==> config.mk <==
export PLATFORM = sky130hd
export DESIGN_NAME = ndil_cell
export DESIGN_NICKNAME = d
export VERILOG_FILES = /design/src/hw/rtl/ndil_pkg.sv /design/src/hw/rtl/ndil_cell.sv
export SDC_FILE = /design/constraint.sdc
export NUM_CORES = 1
export LEC_CHECK = 0
export BUFFER_PORTS_ARGS = -buffer_cell sky130_fd_sc_hd__buf_2
export CAP_MARGIN = 25
export CORE_MARGIN = 1
export CORE_UTILIZATION = 53
export DETAILED_ROUTE_END_ITERATION = 10
export PLACE_DENSITY = 0.79
export SYNTH_ARGS = -nofsm -noshare
export SYNTH_HDL_FRONTEND = slang
export SYNTH_SLANG_ARGS = --single-unit
export TNS_END_PERCENT = 30
==> constraint.sdc <==
create_clock -name aclk -period 4.4 [get_ports aclk]
set_clock_uncertainty 0.2 [all_clocks]
set_input_delay 0.44 -clock aclk [delete_from_list [all_inputs] [get_ports aclk]]
set_output_delay 0.44 -clock aclk [all_outputs]
set_load 0.1 [all_outputs]
==> src/hw/rtl/ndil_pkg.sv <==
// ndil_pkg: shared types and constants of the N-d index linearizer.
// No dependencies; used by every module under hw/rtl.
`default_nettype none

package ndil_pkg;

    localparam int NUM_DIMS       = 6;
    localparam int RANK_BITS      = 3;
    localparam int CFG_INDEX_BITS = 3;

    localparam int REG_RANK      = 0;
    localparam int REG_SIZE_BASE = 1;

    localparam logic [RANK_BITS-1:0] RANK_RESET = 3'd4;

    typedef enum logic {
        OP_SPLIT = 1'b0,
        OP_FOLD  = 1'b1
    } opcode_t;

    typedef enum logic [1:0] {
        STAT_OK    = 2'd0,
        STAT_RANGE = 2'd1,
        STAT_OVF   = 2'd2
    } status_t;

    // shape status handed from the shape registers to the datapath
    typedef struct packed {
        logic                busy;
        logic                total_big;
        logic                zero;
        logic [NUM_DIMS-1:0] active;
        logic [NUM_DIMS-1:0] stride_big;
    } shape_flags_t;

endpackage

`default_nettype wire

==> src/hw/rtl/ndil_cell.sv <==
// ndil_cell: one quotient / multiplier bit of one dimension.
// Split: restoring divide step by stride<<bit. Fold: conditional add of stride<<bit.
// Depends on ndil_pkg.
`default_nettype none

module ndil_cell #(
    parameter int OFFSET_BITS = 48,
    parameter int DIM_BITS    = 16,
    parameter int DIM_IDX     = 0,
    parameter int BIT_IDX     = 0
) (
    input  wire logic                                    aclk,
    input  wire logic                                    aresetn,
    input  wire logic                                    en,
    input  wire logic [OFFSET_BITS-1:0]                  stride,
    input  wire logic                                    stride_big,
    input  wire logic                                    dim_active,
    input  wire logic                                    in_valid,
    input  wire ndil_pkg::opcode_t                       in_op,
    input  wire ndil_pkg::status_t                       in_status,
    input  wire logic [OFFSET_BITS-1:0]                  in_work,
    input  wire logic [ndil_pkg::NUM_DIMS*DIM_BITS-1:0]  in_coords,
    output logic                                         out_valid,
    output ndil_pkg::opcode_t                            out_op,
    output ndil_pkg::status_t                            out_status,
    output logic      [OFFSET_BITS-1:0]                  out_work,
    output logic      [ndil_pkg::NUM_DIMS*DIM_BITS-1:0]  out_coords
);
    import ndil_pkg::*;

    localparam int W    = OFFSET_BITS + DIM_BITS;
    localparam int W1   = W + 1;
    localparam int CPOS = DIM_IDX * DIM_BITS + BIT_IDX;

    logic                            valid_reg;
    opcode_t                         op_reg;
    status_t                         status_reg;
    logic [OFFSET_BITS-1:0]          work_reg;
    logic [NUM_DIMS*DIM_BITS-1:0]    coords_reg;

    logic [W-1:0]                    div;
    logic [W-1:0]                    rem_ext;
    logic [W-1:0]                    diff;
    logic [W1-1:0]                   sum;
    logic                            take;
    status_t                         status_next;
    logic [OFFSET_BITS-1:0]          work_next;
    logic [NUM_DIMS*DIM_BITS-1:0]    coords_next;

    always_comb begin
        div         = W'(stride) << BIT_IDX;
        rem_ext     = W'(in_work);
        diff        = rem_ext - div;
        sum         = W1'(in_work) + W1'(div);
        take        = 1'b0;
        status_next = in_status;
        work_next   = in_work;
        coords_next = in_coords;
        if (in_op == OP_SPLIT) begin
            take = dim_active && !stride_big && (rem_ext >= div);
            coords_next[CPOS] = take;
            if (take) begin
                work_next = diff[OFFSET_BITS-1:0];
            end
        end else if (in_status == STAT_OK && dim_active && in_coords[CPOS]) begin
            // sticky overflow once the exact sum leaves the offset range
            if (stride_big || (|sum[W1-1:OFFSET_BITS])) begin
                status_next = STAT_OVF;
            end else begin
                work_next = sum[OFFSET_BITS-1:0];
            end
        end
    end

    always_ff @(posedge aclk) begin
        if (!aresetn) begin
            valid_reg <= 1'b0;
        end else if (en) begin
            valid_reg <= in_valid;
        end
    end

    always_ff @(posedge aclk) begin
        if (en) begin
            op_reg     <= in_op;
            status_reg <= status_next;
            work_reg   <= work_next;
            coords_reg <= coords_next;
        end
    end

    assign out_valid  = valid_reg;
    assign out_op     = op_reg;
    assign out_status = status_reg;
    assign out_work   = work_reg;
    assign out_coords = coords_reg;

endmodule

`default_nettype wire

==> run summary <==
Core area: 21100 um^2
GR Overflow Total: 0
Post CTS Setup Buffer Count: 0
Post-Synth XOR/XNOR Area: 0.0321
Global Route Usage Sum: 0.401
Sequential power share: 0.309
Type of the worst setup path: primary input to flop
Mapped Cells: 1257
CTS clk-pin slew, worst paths: 0.09 ns
CP Launch Type: primary input
Post-DRT Antenna Nets: 0
Switching share of total power: 0.438
Final instance area: 15200 um^2
Reg-to-reg endpoint: out_valid
Worst R2R Setup Slack: 3.53 ns
Clk sink count: 148
Synth cell types: 86
Reg2reg start: out_valid
Layout net count: 1994
Number of synthesis warnings: 0
Slowest-stage cell, CP: fa_1
Synth Cell Area: 11500 um^2
Routability cong.: 0.954
Main synth FF type: edfxtp_1
Total Wirelength: 45100 um
Sequential share of the synthesized area: 0.387
Peak supply drop: 0.216 mV
Worst EP arrival: 3.68 ns
Slowest stage delay, CP: 0.41 ns
Hpwl dp: 31400 um
Initial DRC Count: 1257
Post-synthesis mux area share: 0.00448
Rel. slew slack: 0.509
Commonest non-fill, non-tap cell in the layout: buf_2
Clock latency on the worst-skew pair: 0.43 ns
CP max FO: 5
Async SR Flop Fraction: 0
Compound-Gate Fraction of Synth Area: 0.263
Die area: 22200 um^2
Top cell by count, worst path: inv_1
Most frequent cells in the layout: buf_2 (347), a21oi_1 (149), edfxtp_1 (147)
Antenna violations before repair: 5
Worst slew pin tran: 0.736 ns
Final hold violation count: 0
Comb pwr share: 0.404
Run status: completed
Layout overhead on the synthesized area: 32.8%
Drt pass-1 iters: 6
Root Driver: clkbuf_16
WHS Path Cells: 1
Hold_ws: 0.0240 ns
Drt wl/cell: 22.7 um
Avg Inst Size Synth: 9.11 um^2
DRC: 0
Clock Tree Buf Depth: 2
Final period util: 0.839
R2r worst-path depth: 2
TritonCTS clock tree: yes
Vias in the first global route: 12.0k
Syn_nets: 1556
Crit path from: in_work[0]
Combinational family with the most area after synthesis: compound AO/OA/AOI/OAI gates
CP cell instances: buf_2 -> inv_1 -> ha_1 -> inv_1 -> fa_1 -> a21o_1 -> a221oi_4 -> nor3_2 -> o31a_1 -> a211o_2 -> a211o_4 -> a211oi_4 -> o41ai_1 -> o221ai_2 -> o22ai_2
Share of layout cells above drive strength 1: 0.265
Share of total power in the clock network: 0.287
LEAKAGE: 0.00664 uW
Fmax: 271 MHz
Critical Path End: out_work[46]
Final setup viols: 0
Vias: 12.3k
Final Max Slew Viols: 0
H-Tree Level Count: 4
Largest net degree at the start of global routing: 117
HP Class: primary input to flop
I/O Pins: 349
CTS Buf Count: 17
Number of max-cap violations: 0
Vias/cell: 6.20
Setup slack after placement: 0.285 ns
Switching pwr: 2460 uW
Yosys reg bits: 148
Int Power: 3150 uW
First-pass GRT wire length: 67600 um
DIE WIDTH: 149 um
Cell Rows: 53
Placed Area: 13600 um^2
Final worst slack: 0.710 ns
Starting Density: 0.543
Simple-Gate Fraction of Synth Area: 0.145
Min cycle time layout: 3.69 ns
RSZ-0062 raised after global routing: no
Die Height: 149 um
CP Data Required Time: 4.39 ns
Synth Area in Adders: 0.108
Port bufs: 348
CP endpoint kind: flop
EDFF count, synth: 147
Power per standard cell area: 369 nW/um^2
Setup Total Neg Slack: 0 ns
[routing by layer]
layer,wire length (um),vias to the layer above,part of all wire,global-route usage
li1,-,5585,-,-
met1,17300,5773,0.38,0.497
met2,21100,794,0.47,0.660
met3,4050,165,0.090,0.0731
met4,2580,0,0.057,0.217
met5,0,-,0,0
[kinds of logic (layout without fill, tap and decap cells)]
logic type	count (synthesis)	after routing
buffers and inverters	170	621
XOR/XNOR	42	42
AND/OR/NAND/NOR	338	338
multiplexers	5	5
adder cells (fa/ha/maj)	98	98
AO/OA/AOI/OAI	456	456
flip-flops	148	148
other	0	5
[metrics by stage]
| step | util | total power [uW] | instances |
|---|---|---|---|
| 3_5_place_dp | 0.645 | 3890 | 1857 |
| 4_1_cts | 0.719 | 5550 | 1981 |
| 5_1_grt | 0.721 | 5780 | 1988 |
| 6_report | 0.721 | 5610 | 1988 |
| 3_3_place_gp | 0.645 | 3870 | 1857 |
| 2_1_floorplan | - | 3360 | 1257 |
[layout make-up]
cell class	count	area (um^2)
multi-input cells	939	6330
fillers	1574	5880
flip-flops and latches	148	4430
repair buffers	485	3070
clock buffers	17	425
inverters	104	390
well taps	275	344
clock inverters	15	205
diodes	5	12.5
[cells in the mapped netlist (8+ instances only)]
cell      instances  area (um^2)
nor2b_1          20          125
clkbuf_1         39          146
nor3_1           25          125
a21o_1           22          165
o22ai_1          41          257
nand2_1          78          293
a22oi_1           9         67.6
buf_2            18         90.1
xnor2_1          38          333
nor2_1          103          387
nand2b_1         22          138
o21ai_0          65          325
o31ai_1          18          135
nand4_1          12         75.1
edfxtp_1        147         4410
a21oi_1         149          746
o31a_1            9         78.8
nor4_1           14         87.6
o21a_1           12         90.1
inv_1           103          387
ha_1             96         1200
o21bai_1         21          158
or3_1             8         50.1
nand3_1          17         85.1
o211ai_1         11         82.6
a31oi_1          16          100
[worst max-delay path: cells and delay by family]
family	cells	cell delay, ns
AO/OA/AOI/OAI	9	2.31
adder cells (fa/ha/maj)	2	0.58
buffers and inverters	3	0.22
AND/OR/NAND/NOR	1	0.10
[sequential cells by signal, summed over array words and instances, names as in the netlist]
name	cells
out_status	2
out_op	1
out_valid	1
out_coords	96
out_work	48
[timing repair]
item	4_1_cts	5_1_grt
resized for setup	0	0
hold endpoints to repair	92	1
endpoints found under the setup margin	0	0
hold buffers	92	1
[worst min path at each step]
| stage | from | endpoint |
|---|---|---|
| 6_report | in_coords[31] | out_coords[31] |
| 5_1_grt | in_coords[39] | out_coords[39] |
| 3_5_place_dp | out_valid | out_valid |
| 4_1_cts | in_coords[58] | out_coords[58] |
| 3_3_place_gp | out_valid | out_valid |
| 2_1_floorplan | in_coords[10] | out_coords[10] |
[power by group through the flow]
stage	registers, uW	clock network [uW]	logic, uW
finish	1730	1610	2270
detailed placement	1750	0	2140
global route	1740	1670	2370
global placement	1750	0	2120
CTS	1720	1610	2210
floorplan	2630	0	732
No activity file was read; power rests on OpenSTA's default activity.
