<file path="config.mk">
export PLATFORM = sky130hd
export DESIGN_NAME = ndil_shape
export DESIGN_NICKNAME = d
export VERILOG_FILES = /design/src/hw/rtl/ndil_pkg.sv /design/src/hw/rtl/ndil_shape.sv
export SDC_FILE = /design/constraint.sdc
export NUM_CORES = 1
export LEC_CHECK = 0
export ABC_AREA = 1
export BUFFER_PORTS_ARGS = -buffer_cell sky130_fd_sc_hd__buf_2
export CORE_ASPECT_RATIO = 1.25
export CORE_MARGIN = 1.5
export CORE_UTILIZATION = 61
export DETAILED_ROUTE_END_ITERATION = 6
export PLACE_DENSITY_LB_ADDON = 0.15
export SLEW_MARGIN = 10
export SYNTH_ARGS = -nofsm -noshare
export SYNTH_HDL_FRONTEND = slang
export SYNTH_SLANG_ARGS = --single-unit
export TNS_END_PERCENT = 20
</file>
<file path="constraint.sdc">
create_clock -name aclk -period 27.5 [get_ports aclk]
set_input_delay 8.25 -clock aclk [delete_from_list [all_inputs] [get_ports aclk]]
set_output_delay 8.25 -clock aclk [all_outputs]
set_load 0.1 [all_outputs]
</file>
<file path="src/hw/rtl/ndil_pkg.sv">
// ndil_pkg: shared types and constants of the N-d index linearizer.
// No dependencies; used by every module under hw/rtl.
`default_nettype none

package ndil_pkg;

    localparam int NUM_DIMS       = 6;
    localparam int RANK_BITS      = 3;
    localparam int CFG_INDEX_BITS = 3;

    localparam int REG_RANK      = 0;
    localparam int REG_SIZE_BASE = 1;

    localparam logic [RANK_BITS-1:0] RANK_RESET = 3'd4;

    typedef enum logic {
        OP_SPLIT = 1'b0,
        OP_FOLD  = 1'b1
    } opcode_t;

    typedef enum logic [1:0] {
        STAT_OK    = 2'd0,
        STAT_RANGE = 2'd1,
        STAT_OVF   = 2'd2
    } status_t;

    // shape status handed from the shape registers to the datapath
    typedef struct packed {
        logic                busy;
        logic                total_big;
        logic                zero;
        logic [NUM_DIMS-1:0] active;
        logic [NUM_DIMS-1:0] stride_big;
    } shape_flags_t;

endpackage

`default_nettype wire

</file>
<file path="src/hw/rtl/ndil_shape.sv">
// ndil_shape: shape configuration registers and a bit-serial stride builder.
// Depends on ndil_pkg.
`default_nettype none

module ndil_shape #(
    parameter int MAX_RANK    = 6,
    parameter int OFFSET_BITS = 48,
    parameter int DIM_BITS    = 16
) (
    input  wire logic                                aclk,
    input  wire logic                                aresetn,
    input  wire logic                                cfg_wr_en,
    input  wire logic [ndil_pkg::CFG_INDEX_BITS-1:0] cfg_index,
    input  wire logic [DIM_BITS-1:0]                 cfg_wdata,
    output logic      [DIM_BITS-1:0]                 size    [ndil_pkg::NUM_DIMS],
    output logic      [OFFSET_BITS-1:0]              stride  [ndil_pkg::NUM_DIMS],
    output logic      [OFFSET_BITS-1:0]              total,
    output ndil_pkg::shape_flags_t                   flags
);
    import ndil_pkg::*;

    localparam int W   = OFFSET_BITS + DIM_BITS;
    localparam int LIM = (MAX_RANK < NUM_DIMS) ? MAX_RANK : NUM_DIMS;
    localparam int DW  = $clog2(NUM_DIMS);
    localparam int BW  = (DIM_BITS > 1) ? $clog2(DIM_BITS) : 1;

    logic [RANK_BITS-1:0]   rank_reg;
    logic [DIM_BITS-1:0]    size_reg   [NUM_DIMS];
    logic [OFFSET_BITS-1:0] stride_reg [NUM_DIMS];
    logic [NUM_DIMS-1:0]    sbig_reg;
    logic [OFFSET_BITS-1:0] total_reg;
    logic                   total_big_reg;
    logic                   busy_reg;
    logic [DW-1:0]          dim_reg;
    logic [BW-1:0]          bit_reg;
    logic [OFFSET_BITS-1:0] prod_reg;
    logic                   big_reg;
    logic [W-1:0]           acc_reg;

    logic [RANK_BITS:0]     rank_eff;
    logic [NUM_DIMS-1:0]    active;
    logic [NUM_DIMS-1:0]    size_zero;
    logic [DIM_BITS-1:0]    factor;
    logic [W-1:0]           addend;
    logic [W-1:0]           acc_next;
    logic                   big_next;
    logic                   last_bit;

    always_comb begin
        if (rank_reg == '0) begin
            rank_eff = (RANK_BITS+1)'(1);
        end else if ({1'b0, rank_reg} > (RANK_BITS+1)'(LIM)) begin
            rank_eff = (RANK_BITS+1)'(LIM);
        end else begin
            rank_eff = {1'b0, rank_reg};
        end
        for (int d = 0; d < NUM_DIMS; d++) begin
            active[d]    = (RANK_BITS+1)'(d) < rank_eff;
            size_zero[d] = size_reg[d] == '0;
        end
    end

    // one multiplier bit per cycle; unused dims multiply by one
    always_comb begin
        factor   = active[dim_reg] ? size_reg[dim_reg] : DIM_BITS'(1);
        addend   = factor[bit_reg] ? (W'(prod_reg) << bit_reg) : '0;
        acc_next = acc_reg + addend;
        big_next = big_reg | (|acc_next[W-1:OFFSET_BITS]);
        last_bit = bit_reg == BW'(DIM_BITS - 1);
    end

    always_ff @(posedge aclk) begin
        if (!aresetn) begin
            rank_reg <= RANK_RESET;
            for (int d = 0; d < NUM_DIMS; d++) begin
                size_reg[d] <= DIM_BITS'(1);
            end
            busy_reg <= 1'b1;
            dim_reg  <= DW'(NUM_DIMS - 1);
            bit_reg  <= '0;
            prod_reg <= OFFSET_BITS'(1);
            big_reg  <= 1'b0;
            acc_reg  <= '0;
        end else begin
            if (cfg_wr_en) begin
                if (cfg_index == CFG_INDEX_BITS'(REG_RANK)) begin
                    rank_reg <= cfg_wdata[RANK_BITS-1:0];
                end
                for (int d = 0; d < NUM_DIMS; d++) begin
                    if (cfg_index == CFG_INDEX_BITS'(REG_SIZE_BASE + d)) begin
                        size_reg[d] <= cfg_wdata;
                    end
                end
                busy_reg <= 1'b1;
                dim_reg  <= DW'(NUM_DIMS - 1);
                bit_reg  <= '0;
                prod_reg <= OFFSET_BITS'(1);
                big_reg  <= 1'b0;
                acc_reg  <= '0;
            end else if (busy_reg) begin
                if (bit_reg == '0) begin
                    stride_reg[dim_reg] <= prod_reg;
                    sbig_reg[dim_reg]   <= big_reg;
                end
                if (last_bit) begin
                    prod_reg <= acc_next[OFFSET_BITS-1:0];
                    big_reg  <= big_next;
                    acc_reg  <= '0;
                    bit_reg  <= '0;
                    if (dim_reg == '0) begin
                        total_reg     <= acc_next[OFFSET_BITS-1:0];
                        total_big_reg <= big_next;
                        busy_reg      <= 1'b0;
                    end else begin
                        dim_reg <= dim_reg - DW'(1);
                    end
                end else begin
                    acc_reg <= acc_next;
                    bit_reg <= bit_reg + BW'(1);
                end
            end
        end
    end

    assign size             = size_reg;
    assign stride           = stride_reg;
    assign total            = total_reg;
    assign flags.busy       = busy_reg;
    assign flags.total_big  = total_big_reg;
    assign flags.zero       = |(active & size_zero);
    assign flags.active     = active;
    assign flags.stride_big = sbig_reg;

endmodule

`default_nettype wire

</file>
==> results_dict.tcl <==
set metrics [dict create \
    final_period_minus_worst_setup_slack_ps 12710 \
    worst-r2r-cell-count 28 \
    post_synth_inst_count 3114 \
    worst_ep_required_time_ps 27730 \
    setup.worst_path.start_class "primary input" \
    grt_pass1_vias 23438 \
    share_of_layout_cells_above_drive_strength_1_pct 16.88 \
    violated_checks "design-rule violations" \
    routed_wire_length_per_instance_um 23.54 \
    layout_overhead_on_the_synthesized_area_pct 16.49 \
    clkLatencyLatePin_ps 630 \
    post_synth_instance_area_um2 26940 \
    nets 3628 \
    drc_errors 1 \
    hold_viol_final 0 \
    design.die.area_um2 45450 \
    crit_path_max_incr_delay_ps 1020 \
    crit_chain "buf_2 -> buf_4 -> inv_1 -> nor2_1 -> clkinv_1 -> buf_4 -> nor2_2 -> clkinv_1 -> nor2_4 -> buf_4" \
    grt_setup_unrepaired "no" \
    cts_tree "built" \
    cts_clock_pin_slew_for_the_worst_setup_and_hold_paths_ps 60 \
    clock_path_buffers 3 \
    cp.arrival_ps 12950 \
    chip_height_um 238.0 \
    status "finished with violations" \
    syn-mean-instance-area_um2 8.653 \
    reg2reg_slack_ps 20540 \
    grt_start_max_net_pins 109 \
    setup_violation_total_in_the_final_timing_report 0 \
    critical_path_class "in -> reg" \
    ys.warnings.count 0 \
    min_delay_worst_endpoint "acc_reg[61]" \
    maxSlewHeadroom_pct 19.97 \
    timing.critical_path.slowest_stage_cell "clkinv_1" \
    portBuffers 467 \
    synthDistinctLibCells 46 \
    tritoncts_num_sinks 563 \
    worst-path-max-fanout 100 \
    initial_core_util_pct 62.25 \
    reg2reg_from "dim_reg[0]" \
    synth.ff_latch_count 563 \
    setup.worst_path.end_class "flop" \
    cts.root.buffer_cell "clkbuf_16" \
    floorplan.core_area_um2 43290 \
    vdd_drop_max_uv 66.35 \
    setup_tns_ps 0 \
    final.fill_count 3193 \
    fin_total_pwr_mw 1.762 \
    ys.flop_type "edfxtp_1" \
    flip_flop_count_of_the_largest_register_after_layout 288 \
    numPlacedInstances 4051 \
    first_pass_grt_wire_length_um 143200 \
    worst_slew_pin_slew_ps 1200 \
    hold_path_class "reg -> reg" \
    number_of_max_cap_violations 0 \
    grt_overflow_total 0 \
    dp.final_hpwl_um 69320 \
    worst-path-buf-inv 7 \
    whs_path_depth 2 \
    detailedRoute.firstPassIterationCount 7 \
    min_delay_startpoint "acc_reg[61]" \
    p_per_area_nw_per_um2 56.15 \
    die_width_um 191.0 \
    tritoncts.num_buffers 50 \
    finish.cell_count_without_fillers 4147 \
    cts_repair_resize_count 0 \
    synth_edf_count 343 \
    route.vias.total 25224 \
    place_congestion 1.029 \
    dpl-instance-area_um2 29680 \
    synth_sequential_area_ratio_pct 54.57 \
    htree_levels 2 \
    post_cts.repair.setup_buffers 0 \
    boundaryPins 469 \
    route.detailed.vias_per_inst 6.082 \
    path_common_cell "buf_4" \
    reg2reg_to "acc_reg[44]" \
    fin_crit_sh_pct 46.23 \
    fmax_ghz 0.07867 \
    holdBufCountCts 0 \
    cp_top_family "buffers and inverters" \
    final-max-slew-violation-count 0 \
    stdcell_area_um2 31390 \
    grt_antenna_before_repair 1 \
    rows 85 \
    async_reset_ff_share_pct 0 \
    worst_hold_slack_ps 472.6 \
    final_antenna_net_count 0 \
    iteration_0_drc_markers 3380 \
    postRouteWirelength_um 97630 \
    worst_clock_skew_ps 34.03 \
    power_leakage_nw 14.28 \
    grt_util_overall_pct 42.25 \
    synth_fp_nets 3204 \
]
==> tightest hold or removal path, cell delays in order, from the launching register on <==
cell	delay [ps]
dfxtp_1	310
nand2_1	60
a21oi_1	50
==> Yosys cell counts (2+ instances only) <==
cell type    n  area share [%]
or2_2        2           0.046
nor3_1      20            0.37
xnor2_1     17            0.55
buf_6        7            0.29
buf_1       18            0.25
nand3_1     78             1.4
nand3b_1     5            0.14
xor2_1      29            0.94
buf_2       18            0.33
dfxtp_1    220              16
inv_2        6           0.084
ha_1        67             3.1
a211oi_1     2           0.056
a21oi_2     13            0.42
o21bai_1    14            0.39
clkbuf_1    69            0.96
nor2_1     282             3.9
clkinv_1     6           0.084
o211ai_1    12            0.33
o311ai_1     3           0.098
buf_4        5            0.14
nor4_1      23            0.53
o21ai_0    276             5.1
a31oi_1     10            0.23
nand2_2      3           0.070
a21oi_1    223             4.1
o22ai_1     18            0.42
mux2i_1     81             3.0
o21ai_1      5           0.093
a21o_1       2           0.056
edfxtp_1   343              38
nand4_1     16            0.37
o2111ai_1    7            0.23
inv_1      383             5.3
nand2_1    819              11
a22o_1       2           0.065
==> metal layers <==
metal  wire (µm)  track usage [%]  part of all wire (%)
met1       34690            52.56                    36
met2       44490            67.15                    46
met5           0                0                     0
met3       11970            10.33                    12
met4        6476            24.24                   6.6
==> worst max path at each step <==
stage / endpoint / cells after the start / start / slack, ps
2_1_floorplan: sbig_reg[5] / 5 / aresetn / 13190
3_3_place_gp: total[38] / 10 / aresetn / 14480
3_5_place_dp: prod_reg[13] / 9 / aresetn / 14120
4_1_cts: prod_reg[13] / 9 / aresetn / 14650
5_1_grt: total[34] / 10 / aresetn / 14620
6_report: total[28] / 10 / aresetn / 14790
==> logic make-up after synthesis <==
logic type      count (synthesis)  share of synthesized area, %
compound gates                591                         11.80
mux                            81                         3.009
simple gates                 1252                         18.44
flops                         563                         54.57
other cells                     1                       0.01392
buf+inv                       512                         7.481
fa+ha+maj                      68                         3.186
xor+xnor                       46                         1.495
==> through the flow <==
stage	worst slack [ps]	util [%]
after floorplan	13190	-
after global placement	14480	68.57
after detailed placement	14120	68.57
after CTS	14650	72.50
after global routing	14620	72.50
final	14790	72.51
==> layout make-up <==
cell class / count / area (µm²) / area share, %
flip-flops and latches: 563 / 14710 / 46.86
multi-input cells: 2039 / 10280 / 32.75
repair buffers: 489 / 2502 / 7.973
inverters: 395 / 1483 / 4.724
clock buffers: 65 / 1358 / 4.325
well taps: 565 / 706.9 / 2.252
clock inverters: 28 / 342.8 / 1.092
diodes: 3 / 7.507 / 0.02392
==> placed cells by master, fill, tap and decap left out, types with 6 or more instances in the layout <==
master	n
nand2_1	819
buf_2	467
inv_1	382
edfxtp_1	343
o21ai_0	276
nor2_1	275
a21oi_1	223
dfxtp_1	218
mux2i_1	81
nand3_1	78
ha_1	67
clkbuf_16	50
xor2_1	29
nor4_1	22
buf_4	22
nor3_1	20
o22ai_1	18
xnor2_1	17
nand4_1	16
o21bai_1	14
clkinv_1	13
a21oi_2	13
o211ai_1	12
a31oi_1	10
clkbuf_1	10
inv_2	7
o2111ai_1	7
nor2_4	6
bufinv_16	6
==> report_power, final <==
part           switching (mW)  total (mW)  internal, mW
registers             0.00787       0.902         0.894
clock network           0.331       0.740         0.408
logic                   0.102       0.120        0.0182
total                   0.442        1.76          1.32
Note: power is estimated with default switching activity, not from simulation.
